`src/design/utf8s_pkg.sv`:
```
// Shared types, constants and helpers for the UTF-8 stream sanitizer.
`timescale 1ns / 1ps

package utf8s_pkg;

  localparam int unsigned FifoDepthDefault = 2;

  localparam logic [7:0] AsciiMax    = 8'h7F;
  localparam logic [7:0] Lead2Mask   = 8'hE0;
  localparam logic [7:0] Lead2Code   = 8'hC0;
  localparam logic [7:0] Lead3Mask   = 8'hF0;
  localparam logic [7:0] Lead3Code   = 8'hE0;
  localparam logic [7:0] Lead4Mask   = 8'hF8;
  localparam logic [7:0] Lead4Code   = 8'hF0;
  localparam logic [7:0] ContMask    = 8'hC0;
  localparam logic [7:0] ContCode    = 8'h80;
  localparam logic [7:0] ReplByte0   = 8'hEF;
  localparam logic [7:0] ReplByte1   = 8'hBF;
  localparam logic [7:0] ReplByte2   = 8'hBD;

  localparam logic MODE_DATA = 1'b0;
  localparam logic MODE_END  = 1'b1;

  // One request for the output side: up to four bytes, byte 0 first.
  typedef struct packed {
    logic [3:0][7:0] bytes;
    logic [1:0]      last_idx;
  } desc_t;

  // Status of the input side, watched at the top level.
  typedef struct packed {
    logic finished;
    logic pending;
  } front_status_t;

  function automatic logic [2:0] lead_length(input logic [7:0] b);
    logic [2:0] len;
    len = 3'd0;
    if ((b & Lead2Mask) == Lead2Code) begin
      len = 3'd2;
    end else if ((b & Lead3Mask) == Lead3Code) begin
      len = 3'd3;
    end else if ((b & Lead4Mask) == Lead4Code) begin
      len = 3'd4;
    end
    return len;
  endfunction

  function automatic logic is_cont(input logic [7:0] b);
    return (b & ContMask) == ContCode;
  endfunction

  function automatic desc_t repl_desc();
    desc_t d;
    d.bytes    = {8'h00, ReplByte2, ReplByte1, ReplByte0};
    d.last_idx = 2'd2;
    return d;
  endfunction

endpackage

```
`src/design/utf8s_front.sv`:
```
// Input side: accepts bytes, assembles multi-byte groups and classifies them.
`timescale 1ns / 1ps

module utf8s_front (
  input  logic                    clk_i,
  input  logic                    rst_ni,
  input  logic                    in_valid_i,
  output logic                    in_ready_o,
  input  logic                    mode_i,
  input  logic [7:0]              data_byte_i,
  input  logic                    q_full_i,
  output logic                    push_o,
  output utf8s_pkg::desc_t        push_desc_o,
  output utf8s_pkg::front_status_t status_o
);
  import utf8s_pkg::*;

  logic [2:0][7:0] held_q, held_d;
  logic [1:0]      cnt_q, cnt_d;
  logic [2:0]      len_q, len_d;
  logic            fin_q, fin_d;

  logic            accept;
  logic [3:0][7:0] grp;
  logic            grp_ok;
  logic [2:0]      lead_len;

  assign in_ready_o = !q_full_i;
  assign accept     = in_valid_i && in_ready_o;
  assign lead_len   = lead_length(data_byte_i);

  // The leader sits in slot 0; the newest byte closes the group at len-1.
  always_comb begin
    grp[0] = held_q[0];
    grp[1] = (len_q == 3'd2) ? data_byte_i : held_q[1];
    grp[2] = (len_q == 3'd3) ? data_byte_i : held_q[2];
    grp[3] = data_byte_i;
    grp_ok = is_cont(grp[1]);
    if (len_q >= 3'd3) begin
      grp_ok = grp_ok && is_cont(grp[2]);
    end
    if (len_q == 3'd4) begin
      grp_ok = grp_ok && is_cont(grp[3]);
    end
  end

  always_comb begin
    held_d      = held_q;
    cnt_d       = cnt_q;
    len_d       = len_q;
    fin_d       = fin_q;
    push_o      = 1'b0;
    push_desc_o = repl_desc();
    if (accept && !fin_q) begin
      if (mode_i == MODE_END) begin
        push_o = (cnt_q != 2'd0);
        cnt_d  = 2'd0;
        len_d  = 3'd0;
        fin_d  = 1'b1;
      end else if (cnt_q == 2'd0) begin
        if (data_byte_i <= AsciiMax) begin
          push_o               = 1'b1;
          push_desc_o.bytes    = {24'h000000, data_byte_i};
          push_desc_o.last_idx = 2'd0;
        end else if (lead_len != 3'd0) begin
          held_d[0] = data_byte_i;
          cnt_d     = 2'd1;
          len_d     = lead_len;
        end else begin
          push_o = 1'b1;
        end
      end else if (({1'b0, cnt_q} + 3'd1) < len_q) begin
        if (cnt_q != 2'd3) begin
          held_d[cnt_q] = data_byte_i;
        end
        cnt_d = cnt_q + 2'd1;
      end else begin
        push_o = 1'b1;
        if (grp_ok) begin
          push_desc_o.bytes    = grp;
          push_desc_o.last_idx = 2'(len_q - 3'd1);
        end
        cnt_d = 2'd0;
        len_d = 3'd0;
      end
    end
  end

  always_ff @(posedge clk_i or negedge rst_ni) begin
    if (!rst_ni) begin
      cnt_q <= 2'd0;
      len_q <= 3'd0;
      fin_q <= 1'b0;
    end else begin
      cnt_q <= cnt_d;
      len_q <= len_d;
      fin_q <= fin_d;
    end
  end

  always_ff @(posedge clk_i) begin
    held_q <= held_d;
  end

  assign status_o.finished = fin_q;
  assign status_o.pending  = (cnt_q != 2'd0);

endmodule

```
`src/design/utf8s_fifo.sv`:
```
// Short request queue between the input side and the output serialiser.
`timescale 1ns / 1ps

module utf8s_fifo #(
  parameter int unsigned Depth = utf8s_pkg::FifoDepthDefault
) (
  input  logic             clk_i,
  input  logic             rst_ni,
  input  logic             push_i,
  input  utf8s_pkg::desc_t push_desc_i,
  output logic             full_o,
  output logic             valid_o,
  output utf8s_pkg::desc_t head_o,
  input  logic             pop_i
);
  import utf8s_pkg::*;

  localparam int unsigned PtrW = (Depth > 1) ? $clog2(Depth) : 1;
  localparam int unsigned CntW = $clog2(Depth + 1);
  localparam logic [PtrW-1:0] PtrLast = PtrW'(Depth - 1);
  localparam logic [CntW-1:0] CntFull = CntW'(Depth);

  desc_t           mem_q [Depth];
  logic [PtrW-1:0] wr_ptr_q, wr_ptr_d;
  logic [PtrW-1:0] rd_ptr_q, rd_ptr_d;
  logic [CntW-1:0] cnt_q, cnt_d;
  logic            do_push, do_pop;

  assign full_o  = (cnt_q == CntFull);
  assign valid_o = (cnt_q != '0);
  assign head_o  = mem_q[rd_ptr_q];
  assign do_push = push_i && !full_o;
  assign do_pop  = pop_i && valid_o;

  always_comb begin
    wr_ptr_d = wr_ptr_q;
    rd_ptr_d = rd_ptr_q;
    cnt_d    = cnt_q;
    if (do_push) begin
      wr_ptr_d = (wr_ptr_q == PtrLast) ? '0 : wr_ptr_q + 1'b1;
    end
    if (do_pop) begin
      rd_ptr_d = (rd_ptr_q == PtrLast) ? '0 : rd_ptr_q + 1'b1;
    end
    if (do_push && !do_pop) begin
      cnt_d = cnt_q + 1'b1;
    end else if (do_pop && !do_push) begin
      cnt_d = cnt_q - 1'b1;
    end
  end

  always_ff @(posedge clk_i or negedge rst_ni) begin
    if (!rst_ni) begin
      wr_ptr_q <= '0;
      rd_ptr_q <= '0;
      cnt_q    <= '0;
    end else begin
      wr_ptr_q <= wr_ptr_d;
      rd_ptr_q <= rd_ptr_d;
      cnt_q    <= cnt_d;
    end
  end

  always_ff @(posedge clk_i) begin
    if (do_push) begin
      mem_q[wr_ptr_q] <= push_desc_i;
    end
  end

endmodule

```
`src/design/utf8s_back.sv`:
```
// Output serialiser: sends queued bytes one per cycle when not stalled.
`timescale 1ns / 1ps

module utf8s_back (
  input  logic             clk_i,
  input  logic             rst_ni,
  input  logic             q_valid_i,
  input  utf8s_pkg::desc_t q_head_i,
  output logic             q_pop_o,
  output logic             out_valid_o,
  input  logic             out_ready_i,
  output logic [7:0]       out_byte_o,
  output logic             last_o
);
  import utf8s_pkg::*;

  logic [1:0] idx_q, idx_d;
  logic       vld_q, vld_d;
  logic [7:0] byte_q, byte_d;
  logic       last_q, last_d;
  logic       load;
  logic       at_end;

  // The output register refills in the same cycle that its byte is taken.
  assign load    = q_valid_i && (!vld_q || out_ready_i);
  assign at_end  = (idx_q == q_head_i.last_idx);
  assign q_pop_o = load && at_end;

  always_comb begin
    idx_d  = idx_q;
    vld_d  = vld_q;
    byte_d = byte_q;
    last_d = last_q;
    if (load) begin
      vld_d  = 1'b1;
      byte_d = q_head_i.bytes[idx_q];
      last_d = at_end;
      idx_d  = at_end ? 2'd0 : idx_q + 2'd1;
    end else if (out_ready_i) begin
      vld_d = 1'b0;
    end
  end

  always_ff @(posedge clk_i or negedge rst_ni) begin
    if (!rst_ni) begin
      idx_q <= 2'd0;
      vld_q <= 1'b0;
    end else begin
      idx_q <= idx_d;
      vld_q <= vld_d;
    end
  end

  always_ff @(posedge clk_i) begin
    byte_q <= byte_d;
    last_q <= last_d;
  end

  assign out_valid_o = vld_q;
  assign out_byte_o  = byte_q;
  assign last_o      = last_q;

endmodule

```
`src/design/utf8_stream_sanitizer.sv`:
```
// Top level of the UTF-8 stream sanitizer: input side, request queue, serialiser.
//
//   channel | direction | handshake               | payload
//   --------+-----------+-------------------------+------------------------
//   in      | input     | in_valid_i / in_ready_o | mode_i, data_byte_i
//   out     | output    | out_valid_o/out_ready_i | out_byte_o, last_o
//
// An input byte is taken every cycle while the request queue has room. Without
// stalls, each request leaves at one byte per cycle, so a group of n bytes holds
// the serialiser until all n are sent, and ASCII runs at one byte per cycle end
// to end. An input byte is queued, then registered, before it is offered. Reset
// clears the group assembly state, the finished flag and the queue. Either side
// may stall; the queue of FifoDepth requests takes up the slack.
`timescale 1ns / 1ps

module utf8_stream_sanitizer #(
  parameter int unsigned FifoDepth = utf8s_pkg::FifoDepthDefault
) (
  input  logic       clk_i,
  input  logic       rst_ni,
  input  logic       in_valid_i,
  output logic       in_ready_o,
  input  logic       mode_i,
  input  logic [7:0] data_byte_i,
  output logic       out_valid_o,
  input  logic       out_ready_i,
  output logic [7:0] out_byte_o,
  output logic       last_o
);
  import utf8s_pkg::*;

  logic          push;
  desc_t         push_desc;
  logic          q_full;
  logic          q_valid;
  desc_t         q_head;
  logic          q_pop;
  front_status_t front_status;

  utf8s_front u_front (
    .clk_i      (clk_i),
    .rst_ni     (rst_ni),
    .in_valid_i (in_valid_i),
    .in_ready_o (in_ready_o),
    .mode_i     (mode_i),
    .data_byte_i(data_byte_i),
    .q_full_i   (q_full),
    .push_o     (push),
    .push_desc_o(push_desc),
    .status_o   (front_status)
  );

  utf8s_fifo #(
    .Depth(FifoDepth)
  ) u_fifo (
    .clk_i      (clk_i),
    .rst_ni     (rst_ni),
    .push_i     (push),
    .push_desc_i(push_desc),
    .full_o     (q_full),
    .valid_o    (q_valid),
    .head_o     (q_head),
    .pop_i      (q_pop)
  );

  utf8s_back u_back (
    .clk_i      (clk_i),
    .rst_ni     (rst_ni),
    .q_valid_i  (q_valid),
    .q_head_i   (q_head),
    .q_pop_o    (q_pop),
    .out_valid_o(out_valid_o),
    .out_ready_i(out_ready_i),
    .out_byte_o (out_byte_o),
    .last_o     (last_o)
  );

  // A request is never pushed into a full queue.
  a_no_overflow: assert property (@(posedge clk_i) disable iff (!rst_ni)
    push |-> !q_full)
    else $error("request pushed into a full queue");

  // Once the stream has finished, nothing further is queued.
  a_quiet_after_end: assert property (@(posedge clk_i) disable iff (!rst_ni)
    front_status.finished |-> !push)
    else $error("request queued after end of stream");

  // A byte taken that is not the last of its group is followed by the next one.
  a_group_continues: assert property (@(posedge clk_i) disable iff (!rst_ni)
    (out_valid_o && out_ready_i && !last_o) |=> out_valid_o)
    else $error("group broken off before its last byte");

  // Nothing is pending once the stream has finished.
  a_no_pending_after_end: assert property (@(posedge clk_i) disable iff (!rst_ni)
    front_status.finished |-> !front_status.pending)
    else $error("sequence still pending after end of stream");

endmodule

```
`config.mk`:
```
export PLATFORM = sky130hd
export DESIGN_NAME = utf8_stream_sanitizer
export DESIGN_NICKNAME = d
export VERILOG_FILES = /design/src/design/utf8s_pkg.sv /design/src/design/utf8s_front.sv /design/src/design/utf8s_fifo.sv /design/src/design/utf8s_back.sv /design/src/design/utf8_stream_sanitizer.sv
export SDC_FILE = /design/constraint.sdc
export NUM_CORES = 1
export LEC_CHECK = 0
export ABC_CLOCK_PERIOD_IN_PS = 4500
export BUFFER_PORTS_ARGS = -buffer_cell sky130_fd_sc_hd__buf_2
export CAP_MARGIN = 20
export CORE_ASPECT_RATIO = 1.75
export CORE_MARGIN = 1.5
export CORE_UTILIZATION = 35
export CTS_BUF_LIST = sky130_fd_sc_hd__clkbuf_8
export CTS_CLUSTER_DIAMETER = 100
export DETAILED_ROUTE_END_ITERATION = 10
export PLACE_DENSITY = 0.46
export RECOVER_POWER = 25
export SYNTH_ARGS = -nofsm -noshare
export SYNTH_HDL_FRONTEND = slang
export SYNTH_SLANG_ARGS = --single-unit
```
`constraint.sdc`:
```
create_clock -name clk_i -period 4.5 [get_ports clk_i]
set_input_delay 0.225 -clock clk_i [delete_from_list [all_inputs] [get_ports clk_i]]
set_output_delay 0.225 -clock clk_i [all_outputs]
set_load 0.1 [all_outputs]
```
# [Word level (Yosys, flattened, before mapping)]
# Memories as Yosys holds them, arrays and structs flattened.
# Cells that the tools add are included.
[word_totals] memories=1 ff_bits=46 ram_bits=68 elab_cells=125
[mem_list] name="u_fifo.mem_q" words=2 width=34 rd=1 rd_clocked_by_memory_dff=0 wr=1 line="utf8s_fifo.sv:23" source="desc_t mem_q [Depth];"
[classes] n_lt_le_gt_ge=6 mux=48 eq_ne=17 addsub=8 bitwise_logic=2 reduce_logical=30
[ops] cell="$mux 34" count=5
[ops] cell="$mux 8" count=9
[ops] cell="$mux 26" count=1
[ops] cell="$bwmux 24" count=1
[ops] cell="$mux 3" count=8
[ops] cell="$bmux 8 s2" count=1
[ops] cell="$demux 8 s2" count=1
[ops] cell="$mux 2" count=8
[ops] cell="$mux 1" count=14
[ops] cell="$reduce_bool 2->1" count=6
[ops] cell="$logic_and 1x1->1" count=11
[ops] cell="$eq 2x2->1 const B" count=4
[ops] cell="$le 8x7->1 const B" count=1
[ops] cell="$add 2x1->2 const B" count=3
[ops] cell="$eq 3x2->1 const B" count=2
[ops] cell="$eq 3x3->1 const B" count=2
[ops] cell="$lt 2x3->1 const B" count=2
[ops] cell="$ne 2x2->1 const B" count=3
[ops] cell="$ne 3x3->1 const B" count=2
[ops] cell="$reduce_and 6->1" count=1
[ops] cell="$eq 5x5->1 const B" count=1
[ops] cell="$logic_not 1->1" count=5
[ops] cell="$reduce_and 5->1" count=1
[ops] cell="$eq 4x4->1 const B" count=1
[ops] cell="15 further kinds" count=18

# [Depth between registers and ports, before layout]
# Gate-level depths: netlist (run 1).
[depth] ltp_word=15 depth_mapped=10 ltp_nobuf=10

# [Cells and area by module]
# A second synthesis (run 1) with hierarchy kept.
[unflattened] cells_unflattened=328 area_unflattened_um2=5325.1
[modules_own_cells] mod="utf8s_fifo" instances=1 area_per_inst_um2=2805.2 cells_each=125
[modules_own_cells] mod="utf8s_front" instances=1 area_per_inst_um2=1880.6 cells_each=166
[modules_own_cells] mod="utf8s_back" instances=1 area_per_inst_um2=639.4 cells_each=37

# [Worst setup path after synthesis (run 1)]
# Ideal clock, no wire load.
[synth_path] kind="reg-to-reg" from="reg u_fifo.cnt_q[1]" to="mem u_fifo.mem_q[0][0] in the netlist's numbering, enable pin" synth_period_minus_slack_ns=3.807 path_slack_ns=0.693 stages_incl_launch_ff=6 setup_time_ns=0.429 t_arrival_ns=3.378 cell_sequence="dfrtp_1 > nor2b_2 > inv_1 > nand3_1 > a211oi_1 > nor2b_1"
[synth_via] elab_chain_cells=8
[synth_lines] item="start, declared" line="utf8s_fifo.sv:26" source="logic [CntW-1:0] cnt_q, cnt_d;"
[synth_lines] item="start signal, assigned" line="utf8s_fifo.sv:60" source="cnt_q <= cnt_d;"
[synth_lines] item="$eq 2x2->1 (*)" line="utf8s_fifo.sv:29" source="assign full_o = (cnt_q == CntFull);"
[synth_lines] item="$logic_not 1->1 (*)" line="utf8s_front.sv:28" source="assign in_ready_o = !q_full_i;"
[synth_lines] item="net in_ready_o" line="utf8_stream_sanitizer.sv:22" source="output logic in_ready_o,"
[synth_lines] item="$logic_and 1x1->1" line="utf8s_front.sv:29" source="assign accept = in_valid_i && in_ready_o;"
[synth_lines] item="$logic_and 1x1->1" line="utf8s_front.sv:54" source="if (accept && !fin_q) begin"
[synth_lines] item="$mux 1" line="utf8s_front.sv:54"
[synth_lines] item="$logic_and 1x1->1 (*)" line="utf8s_fifo.sv:32" source="assign do_push = push_i && !full_o;"
[synth_lines] item="net u_fifo.do_push" line="utf8s_fifo.sv:27" source="logic do_push, do_pop;"
[synth_lines] item="$mux 1 (*)" line="utf8s_fifo.sv:65" source="if (do_push) begin"
[synth_lines] item="$mux 1 (implied by the code) (*)" line="utf8s_fifo.sv:66" source="mem_q[wr_ptr_q] <= push_desc_i;"
[synth_lines] item="end, declared" line="utf8s_fifo.sv:23"
# The timed path passes the listed nets; every way through them passes the cells marked *.

# [Worst setup path after layout (run 1)]
[layout_path] from="reg u_front.cnt_q[0]" to="mem u_fifo.mem_q[0][11] in the netlist's numbering, enable pin"
[layout_via] elab_chain_cells=9
[layout_lines] item="start, declared" line="utf8s_front.sv:19" source="logic [1:0] cnt_q, cnt_d;"
[layout_lines] item="start signal, assigned" line="utf8s_front.sv:95" source="cnt_q <= cnt_d;"
[layout_lines] item="$add 2x1->3" line="utf8s_front.sv:72" source="end else if (({1'b0, cnt_q} + 3'd1) < len_q) begin"
[layout_lines] item="$lt 3x3->1" line="utf8s_front.sv:72"
[layout_lines] item="$mux 1" line="utf8s_front.sv:72"
[layout_lines] item="$mux 1" line="utf8s_front.sv:60" source="end else if (cnt_q == 2'd0) begin"
[layout_lines] item="$mux 1 (*)" line="utf8s_front.sv:55" source="if (mode_i == MODE_END) begin"
[layout_lines] item="$mux 1 (*)" line="utf8s_front.sv:54"
[layout_lines] item="$logic_and 1x1->1 (*)" line="utf8s_fifo.sv:32"
[layout_lines] item="net u_fifo.do_push" line="utf8s_fifo.sv:27"
[layout_lines] item="$mux 1 (*)" line="utf8s_fifo.sv:65"
[layout_lines] item="$mux 1 (implied by the code) (*)" line="utf8s_fifo.sv:66"
# Marked as above.

==> metrics.yaml, run 1 <==
power_and_ir_drop:
  clockPowerShare: 0.302
  leakage_nw: 1.92
  p_int_mw: 2.06
  p_total_mw: 3.19
  p_sw_mw: 1.13
  ir_worst_vdd_mv: 0.198
  share_comb_of_total_power: 0.275
  sw_frac_of_total: 0.355
  p_seq_frac: 0.423
  power_density_mw_per_mm2: 549
synthesis:
  yosys_warnings: 0
  syn_area_per_cell_um2: 15.3
  synth_ff_type: "edfxtp_1"
  ys_top_cells_by_area: "edfxtp_1 59%, mux4_2 7.0%, dfrtp_1 6.3%"
  synth.distinct_cells: 49
  yosysSeqAreaShare: 0.654
  async_flop_share: 0.114
  synth_edf_count: 101
  syn_area_mm2: 0.00514
  ys_ff_latch: 114
  yosys.area.top_type_share: 0.590
  syn_inst: 335
  yosysTopAreaCell: "edfxtp_1"
layout:
  num-nets-final: 388
  num_antenna_cells: 0
  nFillCells: 1387
  seqCellArea_mm2: 0.00336
  area_growth_pct: 13.1
  drive_gt1_frac: 0.198
  multiInputGateArea_mm2: 0.00162
  post_layout_nonfiller_instances: 558
  finalInstanceArea_mm2: 0.00581
clock_network:
  path_clk_slew_ns: 0.06
  cts.repair.resized: 0
  cts_buffer_depth: 2
  cts_buffers: 17
  tritoncts: "done"
  postCtsSetupRepairBufs: 0
  htreeDepth: 4
  cts.sinks: 114
  clk_latency_ns: 0.42
  cts_hold_buf: 1
  root_buffer: "clkbuf_8"
global_routing:
  antenna_found_initial: 0
  grt_pass1_vias: 2949
  grt_overflow: 0
  grt_pass1_wl_um: 16600
  grt_start_max_net_pins: 35
  grt.total_usage: 0.148
route:
  vias: 2827
  drt-vias-per-instance: 5.07
  detail-route-antenna-nets: 0
  finalWirelength_um: 10300
  wl_per_cell_um: 18.5
  first_pass_iters: 4
  drc_errors: 0
  drt-initial-drc-count: 170
sta:
  layout_setup_ws_ns: 1.26
  fmax_ghz: 0.309
  worst_slew_pin_slew_ns: 1.61
  setup-tns-final_ns: 0
  max-slew-margin-rel: -0.0760
  post-route-period-util: 0.719
  finalHoldViolCount: 0
  setup_viol: 0
  finalCriticalPeriod_ns: 3.24
  rsz0062_at_grt: "false"
  finalClockSkew_ns: 0.0114
  report.final.slew_viol_count: 21
run_status:
  violations: "capacitance limit, slew limit"
  status: "finished with violations"
setup_path:
  endpoint_kind: "flop"
  arrival_ns: 3.30
  critPathMaxFanout: 34
  path_class: "reg2reg"
  start_kind: "flop"
  required_ns: 4.57
floorplan:
  core_area_mm2: 0.0144
  pin_count: 24
  start_util: 0.358
  placementRows: 58
  fp.dieH_um: 163
  dieArea_mm2: 0.0154
  die_w_um: 94.6
placement:
  pre_cts_slack_ns: 1.24
  hpwlAfterDp_um: 7280
  dp.cells: 525
  place.gp.congestion: 0.784
  placed_area_mm2: 0.00543
  port_buffers: 23
job:
  cap_violations: 1
hold_path:
  min_path_type: "in2reg"
==> final timing paths <==
kind | start | to | slack, ns | depth (start not counted)
worst max-delay path | u_front.cnt_q[0] | u_fifo.mem_q[0][11] | 1.26 | 8
worst min-delay path | out_ready_i | u_back.out_valid_o | 0.06 | 3
worst max register to register | u_front.cnt_q[0] | u_fifo.mem_q[0][11] | 1.26 | 8
worst min register to register | u_front.fin_q | u_front.fin_q | 0.49 | 1
max in group asynchronous | rst_ni | u_front.cnt_q[0] | 3.57 | 2
min in group asynchronous | rst_ni | u_fifo.wr_ptr_q | 0.41 | 2
==> power groups by stage <==
| stage | registers [mW] | clock network, mW | logic (mW) |
|---|---|---|---|
| 2_1_floorplan | 1.65 | 0 | 0.466 |
| 3_3_place_gp | 1.37 | 0 | 0.908 |
| 3_5_place_dp | 1.37 | 0 | 0.910 |
| 4_1_cts | 1.35 | 0.994 | 0.912 |
| 5_1_grt | 1.36 | 1.04 | 0.945 |
| 6_report | 1.35 | 0.963 | 0.877 |
==> cell usage after synthesis, drive strengths merged, types with 2 or more instances <==
master,number
edfxtp,101
inv,18
mux4,16
nor3,14
o21ai,14
clkbuf,13
dfrtp,13
nand2,13
and2,11
a41oi,10
ha,10
mux2i,10
nor2b,10
nor2,9
mux2,8
nand2b,7
buf,6
o32a,6
a31oi,5
nand3,5
xor2,5
a211oi,3
a32oi,3
xnor2,3
and3,2
o41ai,2
==> sequential cells by signal, summed over array words and instances (netlist names) <==
name / flops
u_fifo.mem_q: 68
u_fifo.rd_ptr_q: 1
u_front.cnt_q: 2
u_front.grp: 8
u_front.fin_q: 1
u_front.held_q: 16
u_back.idx_q: 2
u_front.len_q: 3
u_fifo.wr_ptr_q: 1
u_back.out_valid_o: 1
u_back.out_byte_o: 8
u_fifo.cnt_q: 2
u_back.last_o: 1
==> layer usage <==
metal / GRT usage / vias to the layer above / routed length [um]
met1: 0.179 / 1393 / 4390
met4: 0.0665 / 0 / 223
met3: 0.0358 / 16 / 258
li1: - / 1363 / -
met5: 0 / - / 0
met2: 0.248 / 55 / 5470
==> per-stage QoR <==
stage / hold WS [ns] / util
after floorplan: -0.0706 / -
after global placement: 0.150 / 0.378
after detailed placement: 0.150 / 0.378
after CTS: 0.0308 / 0.406
after global routing: 0.0505 / 0.404
final: 0.0645 / 0.404
==> critical path, stage by stage, from the launching register on <==
cell	delay [ns]
dfrtp_1	0.44
inv_1	0.09
ha_1	0.39
nand2_1	0.35
inv_1	0.21
and3_1	0.26
a211oi_1	0.48
nor2b_2	0.24
buf_4	0.40
==> layout make-up <==
class                      instances  area share
timing repair buffer              29      0.0230
clock buffer                      17      0.0403
clock inverter                    15      0.0284
multi-input combinational        184       0.279
inverter                          19      0.0123
tap                              180      0.0388
sequential                       114       0.578
==> placed cells by master, fill, tap and decap left out, types with 6 or more instances in the layout <==
cell and count:
nor2b_1 9, edfxtp_1 101, and2_1 7, mux2_2 8, inv_1 18, ha_1 10, o21ai_0 13, nor3_2 10
clkbuf_1 21, o32a_1 6, nor2_1 9, a41oi_1 10, mux2i_1 10, nand2b_1 7, dfrtp_1 13, clkbuf_8 17
mux4_2 16, nand2_1 13
==> kinds of logic after synthesis <==
| logic type | count (synthesis) | share of synthesized area |
|---|---|---|
| AOI/OAI and AO/OA | 53 | 0.0772 |
| and+or+nand+nor | 77 | 0.0918 |
| muxes | 34 | 0.107 |
| other | 1 | 0.000730 |
| DFF | 114 | 0.654 |
| xor gates and xnor gates | 8 | 0.0136 |
| adders and majority gates | 10 | 0.0244 |
| buffers and inverters | 38 | 0.0314 |
No activity file was read; power rests on OpenSTA's default activity.
==> run 2, diff against run 1 <==
--- a/config.mk
+++ b/config.mk
@@ -5,7 +5,7 @@
 export SDC_FILE = /design/constraint.sdc
 export NUM_CORES = 1
 export LEC_CHECK = 0
-export ABC_CLOCK_PERIOD_IN_PS = 4500
+export ABC_CLOCK_PERIOD_IN_PS = 2740
 export BUFFER_PORTS_ARGS = -buffer_cell sky130_fd_sc_hd__buf_2
 export CAP_MARGIN = 20
 export CORE_ASPECT_RATIO = 1.75
@@ -14,7 +14,7 @@
 export CTS_BUF_LIST = sky130_fd_sc_hd__clkbuf_8
 export CTS_CLUSTER_DIAMETER = 100
 export DETAILED_ROUTE_END_ITERATION = 10
-export PLACE_DENSITY = 0.46
+export PLACE_DENSITY = 0.48
 export RECOVER_POWER = 25
 export SYNTH_ARGS = -nofsm -noshare
 export SYNTH_HDL_FRONTEND = slang
==> constraint.sdc (replaced) <==
create_clock -name clk_i -period 2.74 [get_ports clk_i]
set_input_delay 0.137 -clock clk_i [delete_from_list [all_inputs] [get_ports clk_i]]
set_output_delay 0.137 -clock clk_i [all_outputs]
set_load 0.1 [all_outputs]
==> run 2 against run 1 <==
Critical path type unchanged. First-iteration DRC count down 12%. Clock skew increased by 0.0040 ns. Largest power group unchanged. Sequential cell count did not move. Die area is the same. Final cell count is 3.6% higher. Highest routed layer unchanged. Total power grew 62%. Sequential power grew 60%. The run now ends clean. Non-clock buffer count rose by 20.
==> metrics.yaml, run 2 (synthesized netlist as in run 1, its figures left out) <==
route:
  detail-route-antenna-nets: 0  # unchanged
  drt-initial-drc-count: 150  # was 170
  first_pass_iters: 4  # unchanged
  drc_errors: 0  # unchanged
  vias: 2926  # was 2827
  drt-vias-per-instance: 5.06  # was 5.07
  finalWirelength_um: 10300  # about the same
  wl_per_cell_um: 17.7  # was 18.5 um
placement:
  place.gp.congestion: 0.799  # was 0.784
  pre_cts_slack_ns: 0.247  # was 1.24 ns
  placed_area_mm2: 0.00557  # was 0.00543 mm2
  port_buffers: 23  # unchanged
  hpwlAfterDp_um: 7470  # was 7280 um
power_and_ir_drop:
  leakage_nw: 2.00  # was 1.92 nW
  ir_worst_vdd_mv: 0.308  # was 0.198 mV
  p_total_mw: 5.16  # was 3.19 mW
  power_density_mw_per_mm2: 865  # was 549 mW/mm2
setup_path:
  startpoint: "u_front.cnt_q[0]"  # unchanged
  start_kind: "flop"  # unchanged
  r2r_setup_slack_ns: 0.23  # was 1.26 ns
  cp_cell_sequence: "ha_1, ha_1, a21oi_1, o21ai_1, nor4_1, and2_1"  # was inv_1, ha_1, nand2_1, inv_1, and3_1, a211oi_1, nor2b_2, buf_4
  r2r_cells: 6  # was 8
  required_ns: 2.81  # was 4.57 ns
  critPathMaxStageDelay_ns: 0.44  # was 0.48 ns
  rr_startpoint: "u_front.cnt_q[0]"  # unchanged
  path_class: "reg2reg"  # unchanged
  slowest_stage: "dfrtp_1"  # was a211oi_1
  crit_end: "u_front.held_q[23]"  # was u_fifo.mem_q[0][11]
  worstReg2RegEnd: "u_front.held_q[23]"  # was u_fifo.mem_q[0][11]
  crit_top_cell: "ha_1"  # was inv_1
  critPathMaxFanout: 8  # was 34
  endpoint_kind: "flop"  # unchanged
  arrival_ns: 2.58  # was 3.30 ns
hold_path:
  min_path_type: "in2reg"  # unchanged
  holdPathStages: 2  # was 3
clock_network:
  tritoncts: "done"  # unchanged
  htreeDepth: 4  # unchanged
  cts.repair.resized: 0  # unchanged
  cts_buffers: 17  # unchanged
  cts.sinks: 114  # unchanged
  root_buffer: "clkbuf_8"  # unchanged
  clk_latency_ns: 0.42  # about the same
  cts_hold_buf: 7  # was 1
  cts_buffer_depth: 2  # unchanged
  path_clk_slew_ns: 0.08  # was 0.06 ns
  postCtsSetupRepairBufs: 0  # unchanged
floorplan:
  die_w_um: 94.6  # unchanged
  placementRows: 58  # unchanged
  pin_count: 24  # unchanged
  dieArea_mm2: 0.0154  # unchanged
  fp.dieH_um: 163  # unchanged
  start_util: 0.358  # unchanged
  core_area_mm2: 0.0144  # unchanged
sta:
  hold_ws_ns: 0.0804  # was 0.0645 ns
  setup-tns-final_ns: 0  # unchanged
  worst_slew_pin_slew_ns: 1.17  # was 1.61 ns
  setup_viol: 0  # unchanged
  finalHoldViolCount: 0  # unchanged
  fmax_ghz: 0.399  # was 0.309 GHz
  max-slew-margin-rel: 0.223  # was -0.0760
  layout_setup_ws_ns: 0.234  # was 1.26 ns
  finalCriticalPeriod_ns: 2.51  # was 3.24 ns
  post-route-period-util: 0.914  # was 0.719
  finalClockSkew_ns: 0.0154  # was 0.0114 ns
  report.final.slew_viol_count: 0  # was 21
  rsz0062_at_grt: "false"  # unchanged
global_routing:
  grt_start_max_net_pins: 35  # unchanged
  grt_pass1_vias: 3169  # was 2949
  antenna_found_initial: 0  # unchanged
  grt.total_usage: 0.148  # about the same
  grt_pass1_wl_um: 16700  # was 16600 um
  grt_overflow: 0  # unchanged
layout:
  reg.largest.list: "u_fifo.mem_q: 68 flops, u_front.held_q: 16 flops"  # unchanged
  layout_commonest_cell: "edfxtp_1"  # unchanged
  regMostFlops: "u_fifo.mem_q"  # unchanged
  drive_gt1_frac: 0.226  # was 0.198
  final_cell_mix: "101 x edfxtp_1, 22 x clkbuf_1, 17 x inv_1, 17 x clkbuf_8, 16 x mux4_2"  # was 101 x edfxtp_1, 21 x clkbuf_1, 18 x inv_1
  num_antenna_cells: 0  # unchanged
  finalInstanceArea_mm2: 0.00597  # was 0.00581 mm2
  largest_reg_flops: 68  # unchanged
  area_growth_pct: 16.2  # was 13.1%
  num-nets-final: 408  # was 388
job:
  cap_violations: 0  # was 1
run_status:
  status: "complete, no violations"  # was finished with violations
## run 2: stage by stage
step	instances	utilization
after floorplan	336	-
after global placement	539	0.388
after detailed placement	539	0.388
after CTS	578	0.418
after global routing	578	0.416
final	578	0.416
## run 2: critical path: cells and delay by family, from the launching register on
| family | cells | cell delay (ns) |
|---|---|---|
| simple gates | 2 | 0.81 |
| fa+ha+maj | 2 | 0.56 |
| flops | 1 | 0.44 |
| compound gates | 2 | 0.35 |
## run 2: layer usage
layer | track usage | up-vias | routed length [um]
met3 | 0.0335 | 16 | 243
met1 | 0.157 | 1462 | 4010
met2 | 0.272 | 51 | 5750
met5 | 0 | - | 0
li1 | - | 1397 | -
met4 | 0.0672 | 0 | 249
## run 2: how the worst min path moves through the flow
stage	to	start
2_1_floorplan	u_back.idx_q[0]	rst_ni
3_3_place_gp	u_back.idx_q[1]	rst_ni
3_5_place_dp	u_back.idx_q[1]	rst_ni
4_1_cts	u_front.held_q[19]	data_byte_i[3]
5_1_grt	u_front.fin_q	mode_i
6_report	u_front.fin_q	mode_i
## run 2: report_power, final
part / internal, mW / switching, mW
registers: 2.05 / 0.107
logic: 0.479 / 1.08
clock network: 0.723 / 0.724
## run 2: area by class of cell
type,count,area [um2]
clock buffers,17,234
clock inverters,15,133
fillers,1363,8400
inverters,19,75.1
multi-input cells,184,1630
flip-flops and latches,114,3360
well taps,180,225
repair buffers,49,318
==> run 3, diff against run 2 <==
--- a/config.mk
+++ b/config.mk
@@ -6,7 +6,7 @@
 export NUM_CORES = 1
 export LEC_CHECK = 0
 export ABC_CLOCK_PERIOD_IN_PS = 2740
-export BUFFER_PORTS_ARGS = -buffer_cell sky130_fd_sc_hd__buf_2
+export BUFFER_PORTS_ARGS = -buffer_cell sky130_fd_sc_hd__clkbuf_2
 export CAP_MARGIN = 20
 export CORE_ASPECT_RATIO = 1.75
 export CORE_MARGIN = 1.5
==> run 3 against run 2 <==
Sequential share of layout area rose by 0.11 points. Highest routed layer unchanged. First-iteration DRC count fell by 4.0%. Final cell count fell by 0.17%. Final area fell by 0.19%.
==> metrics.yaml, run 3 (synthesized netlist as in run 1, its figures left out) <==
layout:
  final_cell_mix: "101 x edfxtp_1, 22 x clkbuf_1, 17 x inv_1, 17 x clkbuf_8, 16 x mux4_2"  # unchanged
  layout_commonest_cell: "edfxtp_1"  # unchanged
  num-nets-final: 407  # was 408
  regMostFlops: "u_fifo.mem_q"  # unchanged
  drive_gt1_frac: 0.224  # was 0.226
  largest_reg_flops: 68  # unchanged
  post_layout_nonfiller_instances: 577  # was 578
  reg.largest.list: "u_fifo.mem_q: 68 flops, u_front.held_q: 16 flops"  # unchanged
  num_antenna_cells: 0  # unchanged
  area_growth_pct: 16.0  # was 16.2%
floorplan:
  core_area_mm2: 0.0144  # unchanged
  dieArea_mm2: 0.0154  # unchanged
  die_w_um: 94.6  # unchanged
  placementRows: 58  # unchanged
  pin_count: 24  # unchanged
  start_util: 0.358  # unchanged
  fp.dieH_um: 163  # unchanged
setup_path:
  crit_top_cell: "ha_1"  # unchanged
  critPathMaxFanout: 34  # was 8
  critPathMaxStageDelay_ns: 0.43  # was 0.44 ns
  crit_buf_inv: 3  # was 0
  start_kind: "flop"  # unchanged
  arrival_ns: 2.60  # was 2.58 ns
  cp.depth: 9  # was 6
  r2r_cells: 9  # was 6
  slowest_stage: "dfrtp_1"  # unchanged
  cp_cell_sequence: "inv_1, ha_1, ha_1, nand2_1, o21a_1, a211oi_1, buf_4, nor2b_4, buf_12"  # was ha_1, ha_1, a21oi_1, o21ai_1, nor4_1, and2_1
  path_class: "reg2reg"  # unchanged
  crit_family: "adder cells"  # was simple AND/OR/NAND/NOR gates
  required_ns: 2.85  # was 2.81 ns
  endpoint_kind: "flop"  # unchanged
route:
  wl_met1_um: 4060  # was 4010 um
  wl_per_cell_um: 17.7  # about the same
  vias: 2868  # was 2926
  routed.top_layer: "met4"  # unchanged
  drt-vias-per-instance: 4.97  # was 5.06
  wl_met3_um: 234  # was 243 um
  detail-route-antenna-nets: 0  # unchanged
  drt-initial-drc-count: 144  # was 150
  finalWirelength_um: 10200  # was 10300 um
  first_pass_iters: 4  # unchanged
  drc_errors: 0  # unchanged
  routed-wl-met2_um: 5780  # was 5750 um
clock_network:
  cts.repair.resized: 0  # unchanged
  path_clk_slew_ns: 0.08  # about the same
  cts_buffer_depth: 2  # unchanged
  root_buffer: "clkbuf_8"  # unchanged
  tritoncts: "done"  # unchanged
  cts_hold_buf: 6  # was 7
  postCtsSetupRepairBufs: 0  # unchanged
  htreeDepth: 4  # unchanged
  cts.sinks: 114  # unchanged
  clk_latency_ns: 0.43  # was 0.42 ns
  cts_buffers: 17  # unchanged
power_and_ir_drop:
  clockPowerShare: 0.281  # was 0.280
  power_density_mw_per_mm2: 868  # was 865 mW/mm2
  ir_worst_vdd_mv: 0.302  # was 0.308 mV
  p_sw_mw: 1.92  # was 1.91 mW
  leakage_nw: 2.00  # about the same
  p_int_mw: 3.25  # was 3.26 mW
  share_comb_of_total_power: 0.302  # was 0.301
  sw_frac_of_total: 0.371  # was 0.369
  p_seq_frac: 0.417  # was 0.418
placement:
  place.gp.congestion: 0.808  # was 0.799
  hpwlAfterDp_um: 7450  # was 7470 um
  port_buffers: 23  # unchanged
  dp.cells: 539  # unchanged
sta:
  setup-tns-final_ns: 0  # unchanged
  max-slew-margin-rel: 0.218  # was 0.223
  finalCriticalPeriod_ns: 2.49  # was 2.51 ns
  post-route-period-util: 0.910  # was 0.914
  report.final.slew_viol_count: 0  # unchanged
  rsz0062_at_grt: "false"  # unchanged
  finalHoldViolCount: 0  # unchanged
  setup_viol: 0  # unchanged
  worst_slew_pin_slew_ns: 1.18  # was 1.17 ns
  finalClockSkew_ns: 0.0181  # was 0.0154 ns
  fmax_ghz: 0.401  # was 0.399 GHz
global_routing:
  grt_pass1_vias: 3150  # was 3169
  grt.total_usage: 0.147  # was 0.148
  antenna_found_initial: 0  # unchanged
  grt_overflow: 0  # unchanged
  grt_pass1_wl_um: 16600  # was 16700 um
  grt_start_max_net_pins: 35  # unchanged
run_status:
  status: "complete, no violations"  # unchanged
hold_path:
  min_path_type: "in2reg"  # unchanged
  holdPathStages: 2  # unchanged
job:
  cap_violations: 0  # unchanged
==> run 3: worst paths after layout <==
check                                    from             endpoint  slack (ns)
min in group asynchronous              rst_ni      u_fifo.wr_ptr_q        0.30
max in group asynchronous              rst_ni      u_fifo.cnt_q[1]        1.94
min                                    mode_i        u_front.fin_q        0.07
min reg2reg                u_back.out_valid_o   u_back.out_valid_o        0.49
max                          u_front.cnt_q[0]  u_fifo.mem_q[0][11]        0.25
max reg2reg                  u_front.cnt_q[0]  u_fifo.mem_q[0][11]        0.25
==> run 3: routing by layer <==
| layer | track usage | vias up |
|---|---|---|
| met5 | 0 | - |
| met4 | 0.0665 | 0 |
| met3 | 0.0331 | 10 |
| met2 | 0.270 | 45 |
| met1 | 0.157 | 1418 |
| li1 | - | 1395 |
==> run 3: through the flow <==
stage               setup slack (ns)  utilization  cell area [um2]  power (mW)  hold slack (ns)
floorplan                     0.0366            -             5150        3.48           -0.159
global placement               0.299        0.388             5570        3.81           0.0611
detailed placement             0.248        0.388             5570        3.82           0.0677
CTS                            0.217        0.417             6000        5.30          0.00161
global route                 0.00796        0.415             5960        5.43           0.0777
finish                         0.247        0.415             5960        5.18           0.0749
==> run 3: final cells by class <==
class / count / area (um2)
clock inverter: 15 / 131
tap: 180 / 225
timing repair buffer: 48 / 308
sequential: 114 / 3360
inverter: 19 / 75.1
clock buffer: 17 / 234
fill: 1371 / 8410
multi-input combinational: 184 / 1630
==> run 3: worst register-to-register path, delay by kind of cell (launching register included) <==
family | cells | cell delay (ns)
AND/OR/NAND/NOR | 2 | 0.21
flip-flops | 1 | 0.43
adder cells (fa/ha/maj) | 2 | 0.60
buffers and inverters | 3 | 0.48
AO/OA/AOI/OAI | 2 | 0.43
==> run 3: power by group through the flow <==
stage               Combinational (mW)  Clock, mW  Sequential (mW)
floorplan                        0.771          0             2.71
global placement                  1.61          0             2.20
detailed placement                1.62          0             2.20
CTS                               1.63       1.50             2.17
global route                      1.68       1.57             2.18
finish                            1.56       1.45             2.16
